$ cat config.mk
export PLATFORM = sky130hd
export DESIGN_NAME = icc_cfg
export DESIGN_NICKNAME = d
export VERILOG_FILES = /design/src/icc_pkg.sv /design/src/icc_cfg.sv
export SDC_FILE = /design/constraint.sdc
export NUM_CORES = 1
export LEC_CHECK = 0
export CAP_MARGIN = 20
export CORE_MARGIN = 3
export CORE_UTILIZATION = 30
export DETAILED_ROUTE_END_ITERATION = 8
export DONT_BUFFER_PORTS = 1
export GPL_TIMING_DRIVEN = 0
export MAX_ROUTING_LAYER = met4
export PLACE_DENSITY = 0.48
export SYNTH_ARGS = -nofsm -noshare
export SYNTH_HDL_FRONTEND = slang
export SYNTH_SLANG_ARGS = --single-unit
$ cat constraint.sdc
create_clock -name clk -period 2.7 [get_ports clk]
set_clock_uncertainty 0.1 [all_clocks]
set_input_delay 0.54 -clock clk [delete_from_list [all_inputs] [get_ports clk]]
set_output_delay 0.54 -clock clk [all_outputs]
set_load 0.03 [all_outputs]
$ cat src/icc_pkg.sv
// shared types, constants and helpers of the 3x3 convolution filter
`default_nettype none

package icc_pkg;

	// default frame limits
	localparam int DEF_MAX_WIDTH  = 2048;
	localparam int DEF_MAX_HEIGHT = 2048;

	// pixel and kernel geometry
	localparam int PIX_W   = 8;
	localparam int NUM_CH  = 3;
	localparam int TAPS    = 9;
	localparam int COEF_W  = 16;
	localparam int KROW_W  = 48;
	localparam int DIM_W   = 12;
	localparam int COORD_W = 11;

	// configuration port
	localparam int CFG_IDX_W  = 3;
	localparam int CFG_DATA_W = 48;

	localparam logic [CFG_IDX_W-1:0] REG_KERNEL_TOP    = 3'd0;
	localparam logic [CFG_IDX_W-1:0] REG_KERNEL_MID    = 3'd1;
	localparam logic [CFG_IDX_W-1:0] REG_KERNEL_BOTTOM = 3'd2;
	localparam logic [CFG_IDX_W-1:0] REG_COLOR_MODE    = 3'd3;
	localparam logic [CFG_IDX_W-1:0] REG_IMAGE_WIDTH   = 3'd4;
	localparam logic [CFG_IDX_W-1:0] REG_IMAGE_HEIGHT  = 3'd5;

	// register reset values
	localparam logic [KROW_W-1:0] KERNEL_TOP_RST    = 48'd0;
	localparam logic [KROW_W-1:0] KERNEL_MID_RST    = 48'd256;
	localparam logic [KROW_W-1:0] KERNEL_BOTTOM_RST = 48'd0;
	localparam logic [DIM_W-1:0]  WIDTH_RST         = 12'd640;
	localparam logic [DIM_W-1:0]  HEIGHT_RST        = 12'd480;

	// one pixel, channel 0 in the low byte
	typedef logic [NUM_CH-1:0][PIX_W-1:0] pix_t;

	// 3x3 neighborhood, tap row*3+col
	typedef pix_t [TAPS-1:0] window_t;

	// three kernel rows
	typedef logic [2:0][KROW_W-1:0] kernel_t;

	// position and framing of a result word
	typedef struct packed {
		logic [COORD_W-1:0] center_row;
		logic [COORD_W-1:0] center_col;
		logic               frame_last;
	} res_meta_t;

	// width of the effective size values and of their compares
	function automatic int eff_dim_w(int max_v);
		int cw;
		cw = $clog2(max_v) + 1;
		return (cw > DIM_W) ? cw : DIM_W;
	endfunction

endpackage

`default_nettype wire

$ cat src/icc_cfg.sv
// configuration registers and effective frame size
`default_nettype none

module icc_cfg #(
	parameter int MAX_WIDTH  = icc_pkg::DEF_MAX_WIDTH,
	parameter int MAX_HEIGHT = icc_pkg::DEF_MAX_HEIGHT
) (
	input  wire logic                                          clk,
	input  wire logic                                          arst_n,
	input  wire logic                                          wr_en,
	input  wire logic [icc_pkg::CFG_IDX_W-1:0]                 wr_idx,
	input  wire logic [icc_pkg::CFG_DATA_W-1:0]                wr_data,
	output icc_pkg::kernel_t                                   kernel,
	output logic                                               color_mode,
	output logic [icc_pkg::eff_dim_w(MAX_WIDTH)-1:0]           w_eff,
	output logic [icc_pkg::eff_dim_w(MAX_HEIGHT)-1:0]          h_eff
);
	import icc_pkg::*;

	localparam int EW = eff_dim_w(MAX_WIDTH);
	localparam int EH = eff_dim_w(MAX_HEIGHT);

	kernel_t          kernel_q;
	logic             mode_q;
	logic [DIM_W-1:0] width_q;
	logic [DIM_W-1:0] height_q;

	// register writes
	always_ff @(posedge clk or negedge arst_n) begin
		if (!arst_n) begin
			kernel_q[0] <= KERNEL_TOP_RST;
			kernel_q[1] <= KERNEL_MID_RST;
			kernel_q[2] <= KERNEL_BOTTOM_RST;
			mode_q      <= 1'b0;
			width_q     <= WIDTH_RST;
			height_q    <= HEIGHT_RST;
		end else if (wr_en) begin
			unique case (wr_idx)
				REG_KERNEL_TOP:    kernel_q[0] <= wr_data[KROW_W-1:0];
				REG_KERNEL_MID:    kernel_q[1] <= wr_data[KROW_W-1:0];
				REG_KERNEL_BOTTOM: kernel_q[2] <= wr_data[KROW_W-1:0];
				REG_COLOR_MODE:    mode_q      <= wr_data[0];
				REG_IMAGE_WIDTH:   width_q     <= wr_data[DIM_W-1:0];
				REG_IMAGE_HEIGHT:  height_q    <= wr_data[DIM_W-1:0];
				default: ;
			endcase
		end
	end

	// zero counts as one, oversize saturates to the buffer limit
	always_comb begin
		if (width_q == '0) begin
			w_eff = EW'(1);
		end else if (EW'(width_q) > EW'(MAX_WIDTH)) begin
			w_eff = EW'(MAX_WIDTH);
		end else begin
			w_eff = EW'(width_q);
		end
		if (height_q == '0) begin
			h_eff = EH'(1);
		end else if (EH'(height_q) > EH'(MAX_HEIGHT)) begin
			h_eff = EH'(MAX_HEIGHT);
		end else begin
			h_eff = EH'(height_q);
		end
	end

	assign kernel     = kernel_q;
	assign color_mode = mode_q;

endmodule

`default_nettype wire

==> results of run 1 <==
worst max-delay path, stage by stage, from the launching register on:
cell,delay (ps)
dfrtp_1,400
nor4_1,500
a41o_1,450
power groups by stage:
stage	Combinational, mW	Clock, mW	Sequential (mW)
after floorplan	0.848	0	4.39
after global placement	0.919	0	4.58
after detailed placement	0.953	0	4.58
after CTS	0.955	2.54	4.54
after global routing	1.02	2.64	4.60
final	0.936	2.44	4.52
how the worst max path moves through the flow:
stage	startpoint	end	slack, ps
3_5_place_dp	height_q[1]	h_eff[0]	730
4_1_cts	height_q[1]	h_eff[0]	260
2_1_floorplan	wr_idx[0]	kernel[27]	1000
3_3_place_gp	height_q[1]	h_eff[0]	740
5_1_grt	height_q[11]	h_eff[4]	220
6_report	height_q[1]	h_eff[0]	290
cell type report:
class | instances | area [sq um] | share of cell area (%)
Multi-Input combinational cell | 205 | 2330 | 30.3
Inverter | 2 | 7.51 | 0.0978
Clock inverter | 14 | 154 | 2.00
Buffer | 21 | 161 | 2.10
Sequential cell | 169 | 4240 | 55.2
Clock buffer | 18 | 439 | 5.72
Tap cell | 280 | 350 | 4.56
placed cells by master (no fill, tap or decap):
cell type,instances
dfrtp_1,162
mux2_2,109
mux2_4,40
nor2b_1,22
mux2_1,20
clkbuf_16,17
buf_6,9
dfstp_2,7
buf_2,6
inv_6,5
clkbuf_1,4
nor4_1,4
clkinv_4,3
inv_1,2
nor2_1,2
a41o_1,2
and4bb_4,2
nand4b_1,2
buf_4,2
inv_8,2
clkinvlp_4,2
and4bb_2,1
nor4b_4,1
clkbuf_8,1
bufinv_16,1
clkinv_8,1
sequential cells by signal, summed over array words and instances (netlist names):
name        flops
kernel        144
color_mode      1
height_q       12
width_q        12
per-stage QoR:
step	std cells	hold WS [ps]	cell area [sq um]
floorplan	397	144	6740
global placement	677	149	7090
detailed placement	677	149	7090
CTS	709	-321	7680
global route	709	-322	7680
finish	709	-289	7680
layer usage:
metal,GRT usage (%),vias up,share of wire (%),wire (microns)
li1,-,1445,-,-
met1,15.2,1787,41,6390
met2,20.4,155,47,7340
met3,6.13,12,11,1640
met4,3.91,0,0.99,153
met5,-,-,0,0
cell families (layout without fill, tap and decap cells):
logic type / Yosys count / count (layout) / share of synthesized area (%)
mux: 169 / 169 / 30.5
simple gates: 34 / 34 / 3.81
compound gates: 2 / 2 / 0.297
buf+inv: 23 / 55 / 2.51
flops: 169 / 169 / 62.9
==> out/results.txt, run 1 <==
outcome -> finished with violations
failing checks -> hold timing
vias in the first global route -> 3842
Rows -> 54
FF-to-FF End -> height_q[11]
switching fraction of total power -> 37.1%
critical path class -> reg2out
ys flop type -> dfrtp_1
Hold Path Class -> in2async
post-cts resize count -> 0
Worst-Margin Slew -> 647 ps
maxcap violations -> 0
required time at the worst-slack endpoint -> 2060 ps
count leader, synth -> dfrtp_1
vias per std cell -> 4.79
EDFF count, synth -> 0
sequential share of the synthesized area -> 62.9%
synth warn -> 0
Final #Nets -> 470
total track usage -> 13.1%
Synth area leaders -> dfrtp_1, mux2_2, mux2_4
max_slew headroom -> 56.8%
Pwr Density -> 1030 nW/um^2
I/O Buffers -> 0
type of origin of the critical path -> flip-flop
R2R Setup Slk -> 1410 ps
nature of the critical path endpoint -> primary output
synth unique cells -> 18
Synth top area share -> 60.2%
endpoints failing setup -> 0
router iterations before antenna repair -> 4
commonest cells in the netlist -> dfrtp_1, mux2_2, mux2_4, nor2b_1, mux2_1
crit path max fanout -> 3
period utilization -> 89.1%
num ports -> 223
Net Sw Power -> 2.93 mW
CTS tree -> done
drt wl/cell -> 21.9 microns
Vias -> 3399
combinational share of power -> 11.9%
utilization after layout -> 35.0%
CTS root buf -> clkbuf_16
worst r2r src -> height_q[11]
Static Leak -> 3.30 nW
FF-to-FF path depth -> 2
die area -> 24300 sq um
critical path arrival -> 1770 ps
H-tree depth -> 4
hold_ws -> -289 ps
worst skew pair latency -> 420 ps
core area -> 22000 sq um
clock transition at the registers of the reported paths -> 70 ps
FMAX -> 415 MHz
final worst path period need -> 2410 ps
Initial Util -> 30.7%
Flop pwr share -> 57.3%
Internal -> 4.96 mW
layout cells sized above 1 -> 48.7%
GR Overflow Total -> 0
# DRC -> 0
largest net degree at the start of global routing -> 170
layout overhead on the synthesized area -> 14.0%
Synth Cell Area -> 6740 sq um
clock sink count -> 169
DP Wirelength -> 10.9 mm
cell taking the most area after synthesis -> dfrtp_1
CTS Buf Count -> 17
Final Slew Violations -> 0
initial antenna violation count -> 0
Iter 0 DRT Violations -> 125
Fill cells -> 2117
synthesized net count -> 451
TNS Setup -> 0 ps
first-pass GRT wire length -> 23.6 mm
Max Root-Sink Buffers -> 2
Final WS setup -> 293 ps
antenna-violating nets left -> 0
GPL Wtd Cong -> 0.736
clock power share -> 30.9%
postcts setup bufs -> 0
syn avg cell area -> 17.0 sq um
Final Hold Viols -> 168
count of state elements after synthesis -> 169
Async SR Flop Fraction -> 100%
Max VDD drop -> 0.359 mV
Post-Syn Instances -> 397
chip height -> 156 microns
die width -> 156 microns
diode count -> 0
Design Power -> 7.90 mW
dpl ws -> 732 ps
RSZ-0062 raised after global routing -> no
WL final -> 15.5 mm
(Power assumes the default switching activity.)
==> run 2, diff against run 1 <==
--- a/config.mk
+++ b/config.mk
@@ -6,13 +6,15 @@
 export NUM_CORES = 1
 export LEC_CHECK = 0
 export CAP_MARGIN = 20
+export CELL_PAD_IN_SITES_DETAIL_PLACEMENT = 0
+export CELL_PAD_IN_SITES_GLOBAL_PLACEMENT = 1
 export CORE_MARGIN = 3
-export CORE_UTILIZATION = 30
+export CORE_UTILIZATION = 35
 export DETAILED_ROUTE_END_ITERATION = 8
 export DONT_BUFFER_PORTS = 1
 export GPL_TIMING_DRIVEN = 0
 export MAX_ROUTING_LAYER = met4
-export PLACE_DENSITY = 0.48
+export PLACE_DENSITY = 0.62
 export SYNTH_ARGS = -nofsm -noshare
 export SYNTH_HDL_FRONTEND = slang
 export SYNTH_SLANG_ARGS = --single-unit
==> run 2 against run 1 <==
  * The flow still finishes with violations (hold timing)
  * Setup slack better by 61 ps
  * Global-route usage up 1.7 points
  * Die area down 14%
  * Sequential cell count unchanged
  * Cell count down 2.8%
  * Non-clock buffer count unchanged
  * Register-to-register slack better by 50 ps
==> out/results.txt, run 2 (same netlist as run 1, synthesis figures left out) <==
max reg flops -> 144 (unchanged)
post-cts resize count -> 0 (unchanged)
largest net degree at the start of global routing -> 170 (unchanged)
Final Hold Viols -> 169 (+0.60%)
Iter 0 DRT Violations -> 136 (+8.8%)
clock transition at the registers of the reported paths -> 60 ps (about the same)
Final #Nets -> 470 (unchanged)
Initial Util -> 35.8% (+5.1 points)
clock power share -> 30.1% (-0.8 points)
Crit path max-delay family -> simple AND/OR/NAND/NOR gates
Flop pwr share -> 58.0% (+0.7 points)
Final WS setup -> 354 ps (+61.3 ps)
CTS tree -> done
Static Leak -> 3.27 nW (-0.63%)
required time at the worst-slack endpoint -> 2060 ps (about the same)
CTS Buf Count -> 17 (unchanged)
vias per std cell -> 4.97 (+3.6%)
WL final -> 15.2 mm (-1.9%)
commonest non-fill, non-tap cell in the layout -> dfrtp_1
Max Root-Sink Buffers -> 2 (unchanged)
critical path class -> reg2out
Worst-Margin Slew -> 659 ps (+12.1 ps)
diode count -> 0 (unchanged)
layout cells sized above 1 -> 47.3% (-1.4 points)
vias in the first global route -> 3776 (-1.7%)
type of origin of the critical path -> flip-flop
Hold Path Class -> in2async
postcts setup bufs -> 0 (unchanged)
die area -> 20900 sq um (-14%)
R2R Setup Slk -> 1460 ps (+50 ps)
critical path arrival -> 1710 ps (-60 ps)
Net Sw Power -> 2.81 mW (-4.2%)
H-tree depth -> 4 (unchanged)
FF-to-FF path depth -> 2 (unchanged)
crit path max fanout -> 10 (+7)
maxcap violations -> 0 (unchanged)
clock sink count -> 169 (unchanged)
Internal -> 5.01 mW (+1.0%)
CP max-delay cell -> nor2b_1
Fill cells -> 1746 (-18%)
# DRC -> 0 (unchanged)
worst skew pair latency -> 420 ps (about the same)
core area -> 18800 sq um (-14%)
first-pass GRT wire length -> 22.7 mm (-4.1%)
utilization after layout -> 40.5% (+5.5 points)
drt wl/cell -> 22.1 microns (+0.99%)
combinational share of power -> 12.0% (about the same)
commonest cells after routing, fill and taps aside -> dfrtp_1, mux2_2, mux2_4, nor2b_1, mux2_1
endpoints failing setup -> 0 (unchanged)
nature of the critical path endpoint -> primary output
chip height -> 145 microns (-7.1%)
TNS Setup -> 0 ps (unchanged)
Pwr Density -> 1030 nW/um^2 (-0.14%)
Final Slew Violations -> 0 (unchanged)
Rows -> 50 (-7.4%)
total track usage -> 14.9% (+1.7 points)
crit path cell chain -> clkbuf_1 -> nor2b_1
max_slew headroom -> 56.0% (-0.81 points)
dpl ws -> 774 ps (+41.9 ps)
Crit. path cell count -> 2 (unchanged)
initial antenna violation count -> 0 (unchanged)
final worst path period need -> 2350 ps (-61.3 ps)
router iterations before antenna repair -> 4 (unchanged)
layout overhead on the synthesized area -> 13.1%
switching fraction of total power -> 35.9% (-1.2 points)
slowest cell delay on critical path -> 590 ps (+90 ps)
antenna-violating nets left -> 0 (unchanged)
CTS root buf -> clkbuf_16
num ports -> 223 (unchanged)
RSZ-0062 raised after global routing -> no
outcome -> finished with violations
Max VDD drop -> 0.425 mV (+19%)
GPL Wtd Cong -> 0.747 (+1.5%)
failing checks -> hold timing
buffers plus inverters on the worst setup path -> 1 (+1)
I/O Buffers -> 0 (unchanged)
FMAX -> 426 MHz (+2.6%)
DP Wirelength -> 10.8 mm (-0.78%)
GR Overflow Total -> 0 (unchanged)
period utilization -> 86.9% (-2.3 points)
die width -> 145 microns (-7.1%)
Vias -> 3421 (+0.65%)
hold_ws -> -283 ps (+5.87 ps)
## run 2: cell count changes in the layout (fill, tap and decap cells not counted)
cell        delta
clkbuf_1       +6
inv_6          -5
clkinv_2       +3
clkinv_4       -3
inv_8          -2
bufinv_16      +1
clkinv_8       -1
clkinvlp_4     +1
## run 2: area by class of cell
class / count / area (sq um) / area share [%]
plain buffers: 21 / 161 / 2.12
clock inverters: 8 / 97.6 / 1.28
inverters: 2 / 7.51 / 0.0985
well taps: 260 / 325 / 4.27
clock buffers: 24 / 462 / 6.06
multi-input cells: 205 / 2330 / 30.6
flip-flops and latches: 169 / 4240 / 55.6
## run 2: per-layer routing
| metal | GRT usage [%] | routed length [microns] | part of all wire, % |
|---|---|---|---|
| met5 | - | 0 | 0 |
| met4 | 4.57 | 229 | 1.5 |
| met3 | 6.11 | 1300 | 8.5 |
| met2 | 23.7 | 7610 | 50 |
| met1 | 17.2 | 6090 | 40 |
## run 2: final timing paths
check | startpoint | end
setup / recovery | height_q[11] | h_eff[7]
hold / removal | arst_n | width_q[2]
setup reg to reg | height_q[11] | height_q[11]
hold reg to reg | height_q[0] | height_q[0]
max in group asynchronous | arst_n | kernel[47]
min in group clk | wr_data[34] | kernel[34]
## run 2: worst register-to-register path: stages (launching register included)
cell and delay, ps:
dfrtp_1 440, clkbuf_1 260, mux2_2 330
## run 2: power groups by stage
stage          sequential [mW]  combinational, mW  clock [mW]
6_report                  4.53              0.936        2.35
5_1_grt                   4.61               1.02        2.56
2_1_floorplan             4.39              0.848           0
3_3_place_gp              4.57              0.914           0
3_5_place_dp              4.59              0.953           0
4_1_cts                   4.55              0.953        2.42
## run 2: stage by stage
step	hold slack [ps]	cell area (sq um)	cells	total power [mW]
after floorplan	144	6740	397	5.24
after global placement	151	7060	657	5.49
after detailed placement	150	7060	657	5.54
after CTS	-307	7620	689	7.93
after global routing	-314	7620	689	8.19
final	-283	7620	689	7.82
